--- src/rtl/floppy_nibble_shift_latch_unit_defines.svh ---
// Assertion macros shared by the floppy nibble shift/latch RTL.
// Each macro expects signals named clk and rst_n in the using module.
`ifndef FLOPPY_NIBBLE_SHIFT_LATCH_UNIT_DEFINES_SVH
`define FLOPPY_NIBBLE_SHIFT_LATCH_UNIT_DEFINES_SVH

`ifndef SYNTHESIS
// Implication checked on every rising edge outside reset.
`define FNSL_ASSERT_IMPL(label, ante, cons) \
  label: assert property (@(posedge clk) disable iff (!rst_n) (ante) |-> (cons)) \
    else $error("fnsl implication check failed");
// Condition that must never be true outside reset.
`define FNSL_ASSERT_NEVER(label, expr) \
  label: assert property (@(posedge clk) disable iff (!rst_n) !(expr)) \
    else $error("fnsl forbidden condition seen");
`else
`define FNSL_ASSERT_IMPL(label, ante, cons)
`define FNSL_ASSERT_NEVER(label, expr)
`endif

`endif

--- src/rtl/fnsl_pkg.sv ---
// Package for the floppy nibble shift/latch unit: constants, codes, types.
// No dependencies; used by fnsl_mod_unit and the top level.
`timescale 1ns / 1ps

package fnsl_pkg;

  localparam int CYCLES_PER_BIT = 4;
  localparam int LOWEST_TRACK   = 0;
  localparam int HIGHEST_TRACK  = 34;
  localparam int HOLD_CELLS     = 2;

  localparam int REM_W   = (CYCLES_PER_BIT > 1) ? $clog2(CYCLES_PER_BIT) : 1;
  localparam int TRACK_W = 6;
  localparam int HOLD_W  = 2;
  localparam int POS_W   = 16;

  // Dividend is position or position + 1, one bit wider than a position.
  localparam int DIV_STEPS = POS_W + 1;
  localparam int DIV_CNT_W = $clog2(DIV_STEPS);

  localparam logic [7:0]  NIBBLE_READY = 8'h80;
  localparam logic [14:0] DUE_MAX      = 15'h7FFF;

  // Operation codes
  localparam logic [2:0] OP_CYCLES    = 3'd0;
  localparam logic [2:0] OP_BIT_CELL  = 3'd1;
  localparam logic [2:0] OP_LATCH_RD  = 3'd2;
  localparam logic [2:0] OP_LATCH_WR  = 3'd3;
  localparam logic [2:0] OP_TRACK_CHG = 3'd4;

  // Configuration register indexes
  localparam logic [1:0] CFG_MOTOR_ON      = 2'd0;
  localparam logic [1:0] CFG_WRITE_MODE    = 2'd1;
  localparam logic [1:0] CFG_DISK_PRESENT  = 2'd2;
  localparam logic [1:0] CFG_WRITE_PROTECT = 2'd3;

  typedef struct packed {
    logic busy;
    logic done;
  } mod_stat_t;

endpackage

--- src/rtl/fnsl_mod_unit.sv ---
// Iterative restoring modulo unit: one remainder bit per cycle.
// Depends on fnsl_pkg and the shared assertion macro header.
`timescale 1ns / 1ps
`include "floppy_nibble_shift_latch_unit_defines.svh"

module fnsl_mod_unit
  import fnsl_pkg::*;
(
  input  logic                 clk,
  input  logic                 rst_n,
  input  logic                 start,
  input  logic [POS_W:0]       dividend,
  input  logic [POS_W-1:0]     divisor,
  output mod_stat_t            stat,
  output logic [POS_W-1:0]     remainder
);

  logic [POS_W-1:0]     rem_r, rem_nxt;
  logic [POS_W:0]       dq_r;
  logic [POS_W-1:0]     div_r;
  logic [DIV_CNT_W-1:0] cnt_r;
  logic                 busy_r;
  logic                 done_r;
  logic [POS_W:0]       trial;
  logic [POS_W:0]       trial_diff;
  logic                 trial_ge;

  // Bring down the next dividend bit and subtract if it fits.
  always_comb begin
    trial      = {rem_r, dq_r[POS_W]};
    trial_ge   = (trial >= {1'b0, div_r});
    trial_diff = trial - {1'b0, div_r};
    rem_nxt    = trial_ge ? trial_diff[POS_W-1:0] : trial[POS_W-1:0];
  end

  always_ff @(posedge clk) begin
    if (!rst_n) begin
      busy_r <= 1'b0;
      done_r <= 1'b0;
      cnt_r  <= '0;
    end else if (start && !busy_r) begin
      busy_r <= 1'b1;
      done_r <= 1'b0;
      cnt_r  <= '0;
      rem_r  <= '0;
      dq_r   <= dividend;
      div_r  <= divisor;
    end else if (busy_r) begin
      rem_r <= rem_nxt;
      dq_r  <= {dq_r[POS_W-1:0], 1'b0};
      cnt_r <= cnt_r + 1'b1;
      if (cnt_r == DIV_CNT_W'(DIV_STEPS - 1)) begin
        busy_r <= 1'b0;
        done_r <= 1'b1;
      end
    end else begin
      done_r <= 1'b0;
    end
  end

  assign stat.busy = busy_r;
  assign stat.done = done_r;
  assign remainder = rem_r;

  `FNSL_ASSERT_IMPL(a_rem_below_div, done_r, rem_r < div_r)
  `FNSL_ASSERT_NEVER(a_start_while_busy, start && busy_r)
  `FNSL_ASSERT_IMPL(a_cnt_bound, busy_r, cnt_r < DIV_CNT_W'(DIV_STEPS))

endmodule

--- src/rtl/floppy_nibble_shift_latch_unit.sv ---
// Floppy bit-cell shift/latch engine: top level, sequencer and state.
// Depends on fnsl_pkg, fnsl_mod_unit and the assertion macro header.
`timescale 1ns / 1ps
`include "floppy_nibble_shift_latch_unit_defines.svh"

// Usage:
//   Input channel in_*: one request per operation (cycles, bit cell, latch
//   read, latch write, track change). Accepted when in_valid is high and
//   in_stall is low. Output channel out_*: exactly one result per request,
//   taken when out_valid is high and out_stall is low.
//   Configuration: cfg_we writes cfg_wdata into register cfg_index (motor,
//   write mode, disk present, write protect); write only while idle.
// Sequencing:
//   The sequencer takes one request at a time. It accepts a request in
//   S_IDLE, registers the result from S_EXEC once the result register is
//   free, and returns to S_IDLE before it accepts the next request. A bit
//   cell whose next position would pass the track length, and a track
//   change whose position needs reducing, go through S_DIV and run the
//   shared modulo unit over all dividend bits before writing the result.
// Reset:
//   Synchronous, active low; all engine state and configuration clear to 0.
// Stall:
//   A request waits in the working registers until the result register is
//   free; a stalled result holds its value.

module floppy_nibble_shift_latch_unit
  import fnsl_pkg::*;
(
  input  logic               clk,
  input  logic               rst_n,
  input  logic               in_valid,
  output logic               in_stall,
  input  logic [2:0]         in_operation,
  input  logic [15:0]        in_cycles,
  input  logic               in_disk_bit,
  input  logic [15:0]        in_track_bit_count,
  input  logic signed [7:0]  in_requested_track,
  input  logic [7:0]         in_latch_value,
  output logic               out_valid,
  input  logic               out_stall,
  output logic [14:0]        out_bits_due,
  output logic [15:0]        out_bit_position,
  output logic               out_write_enable,
  output logic               out_write_bit,
  output logic [7:0]         out_read_value,
  output logic [31:0]        out_nibbles_read,
  output logic [31:0]        out_nibbles_written,
  input  logic               cfg_we,
  input  logic [1:0]         cfg_index,
  input  logic               cfg_wdata
);

  typedef enum logic [2:0] {
    S_IDLE = 3'b001,
    S_EXEC = 3'b010,
    S_DIV  = 3'b100
  } state_t;

  localparam logic signed [8:0] LOW_S  = 9'(LOWEST_TRACK);
  localparam logic signed [8:0] HIGH_S = 9'(HIGHEST_TRACK);

  state_t state_r, state_nxt;

  // Configuration
  logic motor_r, wmode_r, disk_r, wprot_r;
  logic motor_nxt, wmode_nxt, disk_nxt, wprot_nxt;

  // Engine state
  logic [POS_W-1:0]   position_r, position_nxt;
  logic [REM_W-1:0]   crem_r, crem_nxt;
  logic [7:0]         vis_r, vis_nxt;
  logic [7:0]         asm_r, asm_nxt;
  logic [HOLD_W-1:0]  hold_r, hold_nxt;
  logic [7:0]         olatch_r, olatch_nxt;
  logic [TRACK_W-1:0] track_r, track_nxt;
  logic [31:0]        rd_cnt_r, rd_cnt_nxt;
  logic [31:0]        wr_cnt_r, wr_cnt_nxt;

  // Captured request
  logic [2:0]         req_op_r;
  logic [15:0]        req_cycles_r;
  logic               req_bit_r;
  logic [15:0]        req_tbc_r;
  logic signed [7:0]  req_track_r;
  logic [7:0]         req_latch_r;

  // Result register
  logic               out_valid_r, out_valid_nxt;
  logic [14:0]        o_due_r, o_due_nxt;
  logic [15:0]        o_pos_r, o_pos_nxt;
  logic               o_wen_r, o_wen_nxt;
  logic               o_wbit_r, o_wbit_nxt;
  logic [7:0]         o_read_r, o_read_nxt;
  logic [31:0]        o_nr_r, o_nr_nxt;
  logic [31:0]        o_nw_r, o_nw_nxt;

  // Modulo unit hookup
  logic               mod_start;
  logic [POS_W:0]     mod_dividend;
  mod_stat_t          mod_stat;
  logic [POS_W-1:0]   mod_rem;

  // Combinational helpers
  logic               out_free;
  logic [16:0]        acc;
  logic [16:0]        due_full;
  logic [14:0]        due_sat;
  logic [REM_W-1:0]   crem_acc;
  logic [7:0]         asm_sh;
  logic [HOLD_W-1:0]  hold_dec;
  logic [7:0]         vis_rd;
  logic [7:0]         asm_rd;
  logic [HOLD_W-1:0]  hold_rd;
  logic               cell_ok;
  logic [POS_W:0]     pos_inc;
  logic signed [8:0]  trk_s;
  logic [TRACK_W-1:0] trk_clamp;

  assign out_free = !out_valid_r || !out_stall;
  assign in_stall = (state_r != S_IDLE);

  always_comb begin
    acc      = 17'(req_cycles_r) + 17'(crem_r);
    due_full = 17'(acc / CYCLES_PER_BIT);
    crem_acc = REM_W'(acc % CYCLES_PER_BIT);
    due_sat  = (due_full > 17'(DUE_MAX)) ? DUE_MAX : due_full[14:0];
  end

  // Read path: shift in, then let the visible latch follow unless holding.
  always_comb begin
    asm_sh = {asm_r[6:0], req_bit_r};
    if (hold_r == '0) begin
      hold_dec = '0;
    end else if (asm_sh == 8'h00) begin
      hold_dec = hold_r;
    end else begin
      hold_dec = hold_r - 1'b1;
    end
    vis_rd  = vis_r;
    asm_rd  = asm_sh;
    hold_rd = hold_dec;
    if (hold_dec == '0) begin
      vis_rd = asm_sh;
      if ((asm_sh & NIBBLE_READY) != 8'h00) begin
        hold_rd = HOLD_W'(HOLD_CELLS);
        asm_rd  = 8'h00;
      end
    end
  end

  always_comb begin
    cell_ok = disk_r && (req_tbc_r != 16'h0000);
    pos_inc = {1'b0, position_r} + 17'd1;
    trk_s   = 9'(req_track_r);
    if (trk_s < LOW_S) begin
      trk_clamp = TRACK_W'(LOWEST_TRACK);
    end else if (trk_s > HIGH_S) begin
      trk_clamp = TRACK_W'(HIGHEST_TRACK);
    end else begin
      trk_clamp = trk_s[TRACK_W-1:0];
    end
  end

  // Kick the modulo unit only when the fast compare cannot settle it.
  always_comb begin
    mod_start    = 1'b0;
    mod_dividend = pos_inc;
    if (state_r == S_EXEC && out_free && cell_ok) begin
      if (req_op_r == OP_BIT_CELL) begin
        mod_start    = (pos_inc > 17'(req_tbc_r));
        mod_dividend = pos_inc;
      end else if (req_op_r == OP_TRACK_CHG) begin
        mod_start    = (trk_clamp != track_r) && (position_r >= req_tbc_r);
        mod_dividend = {1'b0, position_r};
      end
    end
  end

  fnsl_mod_unit u_mod (
    .clk       (clk),
    .rst_n     (rst_n),
    .start     (mod_start),
    .dividend  (mod_dividend),
    .divisor   (req_tbc_r),
    .stat      (mod_stat),
    .remainder (mod_rem)
  );

  // Sequencer and engine next state
  always_comb begin
    state_nxt     = state_r;
    out_valid_nxt = out_valid_r;
    o_due_nxt     = o_due_r;
    o_pos_nxt     = o_pos_r;
    o_wen_nxt     = o_wen_r;
    o_wbit_nxt    = o_wbit_r;
    o_read_nxt    = o_read_r;
    o_nr_nxt      = o_nr_r;
    o_nw_nxt      = o_nw_r;
    motor_nxt     = motor_r;
    wmode_nxt     = wmode_r;
    disk_nxt      = disk_r;
    wprot_nxt     = wprot_r;
    position_nxt  = position_r;
    crem_nxt      = crem_r;
    vis_nxt       = vis_r;
    asm_nxt       = asm_r;
    hold_nxt      = hold_r;
    olatch_nxt    = olatch_r;
    track_nxt     = track_r;
    rd_cnt_nxt    = rd_cnt_r;
    wr_cnt_nxt    = wr_cnt_r;

    if (out_valid_r && !out_stall) begin
      out_valid_nxt = 1'b0;
    end

    unique case (state_r)
      S_IDLE: begin
        if (in_valid) begin
          state_nxt = S_EXEC;
        end
      end

      S_EXEC: begin
        if (out_free) begin
          o_due_nxt     = '0;
          o_pos_nxt     = position_r;
          o_wen_nxt     = 1'b0;
          o_wbit_nxt    = 1'b0;
          o_read_nxt    = vis_r;
          o_nr_nxt      = rd_cnt_r;
          o_nw_nxt      = wr_cnt_r;
          out_valid_nxt = 1'b1;
          state_nxt     = S_IDLE;

          unique case (req_op_r)
            OP_CYCLES: begin
              if (motor_r) begin
                o_due_nxt = due_sat;
                crem_nxt  = crem_acc;
              end
            end

            OP_BIT_CELL: begin
              if (cell_ok) begin
                if (wmode_r) begin
                  o_wbit_nxt = olatch_r[7];
                  o_wen_nxt  = !wprot_r;
                  olatch_nxt = {olatch_r[6:0], 1'b0};
                end else begin
                  vis_nxt    = vis_rd;
                  asm_nxt    = asm_rd;
                  hold_nxt   = hold_rd;
                  o_read_nxt = vis_rd;
                end
                if (pos_inc < 17'(req_tbc_r)) begin
                  position_nxt = pos_inc[POS_W-1:0];
                end else if (pos_inc == 17'(req_tbc_r)) begin
                  position_nxt = '0;
                end else begin
                  out_valid_nxt = 1'b0;
                  state_nxt     = S_DIV;
                end
              end
            end

            OP_LATCH_RD: begin
              if ((vis_r & NIBBLE_READY) != 8'h00) begin
                rd_cnt_nxt = rd_cnt_r + 32'd1;
                o_nr_nxt   = rd_cnt_r + 32'd1;
              end
            end

            OP_LATCH_WR: begin
              olatch_nxt = req_latch_r;
              wr_cnt_nxt = wr_cnt_r + 32'd1;
              o_nw_nxt   = wr_cnt_r + 32'd1;
            end

            OP_TRACK_CHG: begin
              if (trk_clamp != track_r) begin
                track_nxt = trk_clamp;
                if (!cell_ok) begin
                  position_nxt = '0;
                  o_pos_nxt    = '0;
                end else if (position_r >= req_tbc_r) begin
                  out_valid_nxt = 1'b0;
                  state_nxt     = S_DIV;
                end
              end
            end

            default: begin
              // Unused codes report state unchanged.
            end
          endcase
        end
      end

      S_DIV: begin
        if (mod_stat.done) begin
          position_nxt = mod_rem;
          // Track change reports the reduced position; a bit cell keeps
          // the cell it handled.
          if (req_op_r == OP_TRACK_CHG) begin
            o_pos_nxt = mod_rem;
          end
          out_valid_nxt = 1'b1;
          state_nxt     = S_IDLE;
        end
      end

      default: begin
        state_nxt = S_IDLE;
      end
    endcase

    if (cfg_we) begin
      unique case (cfg_index)
        CFG_MOTOR_ON: begin
          motor_nxt = cfg_wdata;
          crem_nxt  = '0;
        end
        CFG_WRITE_MODE:    wmode_nxt = cfg_wdata;
        CFG_DISK_PRESENT:  disk_nxt  = cfg_wdata;
        CFG_WRITE_PROTECT: wprot_nxt = cfg_wdata;
        default: begin
        end
      endcase
    end
  end

  always_ff @(posedge clk) begin
    if (!rst_n) begin
      state_r     <= S_IDLE;
      out_valid_r <= 1'b0;
      motor_r     <= 1'b0;
      wmode_r     <= 1'b0;
      disk_r      <= 1'b0;
      wprot_r     <= 1'b0;
      position_r  <= '0;
      crem_r      <= '0;
      vis_r       <= '0;
      asm_r       <= '0;
      hold_r      <= '0;
      olatch_r    <= '0;
      track_r     <= '0;
      rd_cnt_r    <= '0;
      wr_cnt_r    <= '0;
    end else begin
      state_r     <= state_nxt;
      out_valid_r <= out_valid_nxt;
      motor_r     <= motor_nxt;
      wmode_r     <= wmode_nxt;
      disk_r      <= disk_nxt;
      wprot_r     <= wprot_nxt;
      position_r  <= position_nxt;
      crem_r      <= crem_nxt;
      vis_r       <= vis_nxt;
      asm_r       <= asm_nxt;
      hold_r      <= hold_nxt;
      olatch_r    <= olatch_nxt;
      track_r     <= track_nxt;
      rd_cnt_r    <= rd_cnt_nxt;
      wr_cnt_r    <= wr_cnt_nxt;
    end
  end

  // Capture the request and the result payload; no reset needed.
  always_ff @(posedge clk) begin
    o_due_r  <= o_due_nxt;
    o_pos_r  <= o_pos_nxt;
    o_wen_r  <= o_wen_nxt;
    o_wbit_r <= o_wbit_nxt;
    o_read_r <= o_read_nxt;
    o_nr_r   <= o_nr_nxt;
    o_nw_r   <= o_nw_nxt;
    if (state_r == S_IDLE && in_valid) begin
      req_op_r     <= in_operation;
      req_cycles_r <= in_cycles;
      req_bit_r    <= in_disk_bit;
      req_tbc_r    <= in_track_bit_count;
      req_track_r  <= in_requested_track;
      req_latch_r  <= in_latch_value;
    end
  end

  assign out_valid           = out_valid_r;
  assign out_bits_due        = o_due_r;
  assign out_bit_position    = o_pos_r;
  assign out_write_enable    = o_wen_r;
  assign out_write_bit       = o_wbit_r;
  assign out_read_value      = o_read_r;
  assign out_nibbles_read    = o_nr_r;
  assign out_nibbles_written = o_nw_r;

  `FNSL_ASSERT_IMPL(a_result_from_work, $rose(out_valid_r), $past(state_r) != S_IDLE)
  `FNSL_ASSERT_IMPL(a_hold_bound, 1'b1, hold_r <= HOLD_W'(HOLD_CELLS))
  `FNSL_ASSERT_IMPL(a_div_active, state_r == S_DIV, mod_stat.busy || mod_stat.done)

endmodule
--- config.mk ---
export PLATFORM = sky130hd
export DESIGN_NAME = floppy_nibble_shift_latch_unit
export DESIGN_NICKNAME = d
export VERILOG_FILES = /design/src/rtl/fnsl_pkg.sv /design/src/rtl/fnsl_mod_unit.sv /design/src/rtl/floppy_nibble_shift_latch_unit.sv
export VERILOG_INCLUDE_DIRS = /design/src /design/src/rtl
export SDC_FILE = /design/constraint.sdc
export NUM_CORES = 1
export LEC_CHECK = 0
export BUFFER_PORTS_ARGS = -buffer_cell sky130_fd_sc_hd__buf_2
export CELL_PAD_IN_SITES_DETAIL_PLACEMENT = 0
export CELL_PAD_IN_SITES_GLOBAL_PLACEMENT = 2
export CORE_UTILIZATION = 42
export CTS_CLUSTER_DIAMETER = 40
export DETAILED_ROUTE_END_ITERATION = 16
export PLACE_DENSITY_LB_ADDON = 0.3
export SYNTH_ARGS = -nofsm -noshare
export SYNTH_HDL_FRONTEND = slang
export SYNTH_HIERARCHICAL = 1
export SYNTH_SLANG_ARGS = --single-unit
export TNS_END_PERCENT = 100
--- constraint.sdc ---
create_clock -name clk -period 12.85 [get_ports clk]
set_input_delay 1.285 -clock clk [delete_from_list [all_inputs] [get_ports clk]]
set_output_delay 1.285 -clock clk [all_outputs]
set_load 0.02 [all_outputs]
# Word-level counts from Yosys, hierarchy flattened
# Cells that the tools add are included.
# totals
reg_bits	334
latchBits	0
ramBits	0
romBits	0
in_bits	60
n_memories	0
# classes
add_sub_neg	7
mul	0
n_div	0
order_cmp	7
eq_ne	23
n_shift	0
muxes	74
bitwise_logic	3
reduce_logical	38
# op_table
cell	count
two-way mux 16 bit	13
two-way mux 32 bit	3
one-hot mux 16 bit (2 select lines)	3
two-way mux 17 bit	5
adder 32 x 1 -> 32 bit (second input constant)	2
two-way mux 8 bit	6
two-way mux 3 bit	9
two-way mux 2 bit	10
adder 16 x 1 -> 17 bit (second input constant)	1
adder 16 x 2 -> 17 bit	1
equality test 17 x 16 -> 1 bit	1
greater-or-equal comparator 17 x 16 -> 1 bit	1
> comparator 17 x 16 -> 1 bit	1
< comparator 17 x 16 -> 1 bit	1
greater-or-equal comparator 16 bit	1
one-hot mux 8 bit (2 select lines)	1
AND reduction 2 bit	8
nonzero test 16 bit	1
subtractor 16 bit	1
> comparator 15 bit (second input constant)	1
two-way mux 1 bit	15
two-way mux 15 bit	1
two-way mux 7 bit	2
two-way mux 6 bit	2
33 further kinds	62

# Logic depth before layout (Yosys ltp)
# depth
word_depth	11
ltp_mapped	19

# By module
# Netlist, hierarchy kept.
# modules_own_cells
mod	n_inst	cells_per_inst	area_per_inst_um2	seq_area_each_um2
floppy_nibble_shift_latch_unit	1	1321	13531.7	7136.8
fnsl_mod_unit	1	293	3124.2	1611.5

# Worst setup path before layout
# Ideal clock, no wire load.
# synth_timing
kind	input to register
start	in out_stall
end	reg wr_cnt_r[23]
setup_time_ps	128
arrival_ps	4806
slack_ps	7916
cell_stages	7
cell_sequence	nand2_1 > nand2_1 > inv_1 > buf_1 > nand2_1 > xor2_1 > nor2_1
# synth_via
elab_chain_cells	3
# synth_lines
item	line	source
from (decl)	floppy_nibble_shift_latch_unit.sv:40	input logic out_stall,
logical NOT 1 bit	floppy_nibble_shift_latch_unit.sv:119	assign out_free = !out_valid_r || !out_stall;
logical OR 1 bit	floppy_nibble_shift_latch_unit.sv:119	
AND reduction 2 bit (no line)	-	
to (signal assigned)	floppy_nibble_shift_latch_unit.sv:366	wr_cnt_r <= wr_cnt_nxt;
to (decl)	floppy_nibble_shift_latch_unit.sv:77	logic [31:0] wr_cnt_r, wr_cnt_nxt;
# No other way between the ends.
# A chain may end at the register's enable or synchronous reset.

# Worst setup path in the final report
# layout_timing
start	reg position_r[0]
end	reg u_mod.div_r[3] (enable)
# layout_via
elab_chain_cells	7
# layout_lines
item	line	source
from (decl)	floppy_nibble_shift_latch_unit.sv:69	logic [POS_W-1:0] position_r, position_nxt;
from (signal assigned)	floppy_nibble_shift_latch_unit.sv:358	position_r <= position_nxt;
parallel branches: the longest is 3 deep, another holds adder 16 x 1 -> 17 bit	-	
two-way mux 1 bit (*)	floppy_nibble_shift_latch_unit.sv:169	if (req_op_r == OP_BIT_CELL) begin
two-way mux 1 bit (*)	floppy_nibble_shift_latch_unit.sv:168	if (state_r == S_EXEC && out_free && cell_ok) begin
via mod_start	floppy_nibble_shift_latch_unit.sv:98	logic mod_start;
logical AND 1 bit (*)	fnsl_mod_unit.sv:41	end else if (start && !busy_r) begin
AND reduction 2 bit (no line) (*)	-	
to (signal assigned)	fnsl_mod_unit.sv:47	div_r <= divisor;
to (decl)	fnsl_mod_unit.sv:20	logic [POS_W-1:0] div_r;
# Mark *: on every way through the listed nets, which the timed path passes.

==> results.yml <==
outcome:
  status: "finished, final reports clean"
grt:
  grt_pass1_wl_um: 65030
  globalRouteOverflowTotal: 0
  grt_pass1_vias: 11866
  grt_max_degree: 87
  grt_use_total_pct: 20.24
  antenna_found_initial: 0
yosys:
  postSynthCellCount: 1613
  syn_area_mm2: 0.01665
  ys_warn_count: 6
  synthesis.nets: 1731
  avgSynthCellArea_um2: 10.32
route:
  postRouteWirelength_um: 40620
  num_vias: 12348
  vias_per_cell: 5.306
  dr.pass1.iters: 5
  drt_iter0_markers: 727
  ant_nets: 0
  wl_per_cell_um: 17.46
  drc: 0
sta:
  fin_crit_sh_pct: 44.01
  tightest_slew_ps: 1056
  setup_viol: 0
  min_period_ps: 5655
  finalMaxSlewViolations: 0
  final_hold_viol_count: 0
  timing.hold.ws_ps: 475.5
  slew_headroom_pct: 29.59
  skew_ps: 11.36
  fmax_mhz: 176.8
  fin_setup_tns_ps: 0
  rsz0062_at_grt: "false"
setup_path:
  worstPathRequired_ps: 13060
  cp-end-kind: "register"
  r2r_slack_ps: 7190
  rr_worst_depth: 16
  crit_fanout: 32
  start_kind: "register"
  crit_arrival_ps: 5870
  critical_path_class: "reg -> reg"
placed_design:
  dp_hpwl_um: 28460
  numPlacedInstances: 2235
  port_buffers: 166
  gp_congestion: 0.8758
job:
  max_cap_violations: 0
cells_and_area:
  area_growth_pct: 18.53
  mostFrequentLayoutCell: "nand2_1"
  fin_nets: 1888
  diodes: 0
  final_cells: 2327
  final_cell_mix: "212 x nand2_1, 206 x edfxtp_1, 166 x buf_2"
  drive_above_1_share_pct: 17.91
floorplan:
  die_x_um: 201.1
  start_util_pct: 42.88
  coreArea_mm2: 0.03883
  die_h_um: 201.1
  rows: 72
  dieArea_mm2: 0.04044
  io_pins: 167
clock_tree:
  clock_latency_ps: 570
  cts_tree: "done"
  clock-root-buffer: "clkbuf_16"
  clk_pin_slew_worst_paths_ps: 50
  cts_resized: 0
  cts_buffer_depth: 3
  holdBufCountCts: 0
  cts.sink_count: 334
  numCtsBuffers: 51
  post-cts-setup-buffers: 0
  htreeDepth: 2
pwr:
  powerDensity_mw_per_mm2: 135.8
  ir_drop_v: 0.0001039
  p_leak_uw: 0.008143
min_path:
  hp-class: "reg -> reg"
  whs_path_depth: 2
[state kept, by name (all words and copies together) (netlist names), 8 cells and up]
name,cells
req_latch_r,8
out_bits_due,15
u_mod/div_r,16
u_mod/dq_r,17
out_nibbles_read,32
u_mod/remainder,16
out_nibbles_written,32
req_tbc_r,16
req_cycles_r,16
rd_cnt_r,32
out_bit_position,16
wr_cnt_r,32
olatch_r,8
out_read_value,8
position_r,16
req_track_r,8
vis_r,8
[worst max-delay path, stage by stage, from the launching register on]
cell and delay [ps]:
dfxtp_1 500, ha_1 350, nand3_1 210, nor4_1 800
nand2_1 290, xnor2_1 210, ha_1 330, o21ai_0 80
o21ai_0 120, a221oi_1 470, nand2_1 170, o221a_2 270
o21ai_0 450, inv_1 150, nor2b_1 160, buf_4 250
and2_1 460
[where the power goes]
group / total [uW] / switching [uW] / internal (uW)
Combinational: 71.0 / 47.5 / 23.4
Clock: 1450 / 521 / 925
Sequential: 1160 / 13.6 / 1150
Total: 2680 / 582 / 2100
[final timing paths]
path | startpoint | to
worst max register to register | position_r[0] | u_mod/div_r[3]
worst max-delay path | position_r[0] | u_mod/div_r[3]
worst min-delay path | olatch_r[0] | olatch_r[0]
worst min register to register | olatch_r[0] | olatch_r[0]
[area by class of cell]
type	count	area (um2)
Fill cell	3538	19090
Sequential cell	334	8748
Multi-Input combinational cell	1138	7355
Clock buffer	56	1305
Timing Repair Buffer	182	950.9
Tap cell	518	648.1
Clock inverter	36	486.7
Inverter	63	240.2
[stage by stage]
| step | util (%) | power, uW | worst slack [ps] | area (um2) |
|---|---|---|---|---|
| floorplan | - | 1223 | 7916 | 16650 |
| global placement | 46.21 | 1255 | 7583 | 17940 |
| detailed placement | 46.21 | 1256 | 7395 | 17940 |
| CTS | 50.82 | 2718 | 7356 | 19730 |
| global route | 50.82 | 2768 | 6871 | 19730 |
| finish | 50.82 | 2679 | 7195 | 19730 |
[layer usage]
layer  vias to the layer above  global-route usage (%)  wire length (um)
met3                        62                   3.741              1979
met5                         -                       0                 0
met1                      5882                   28.18             19360
met4                         0                   6.925               990
met2                       296                   31.60             18280
li1                       6108                       -                 -
(Power assumes the default switching activity.)
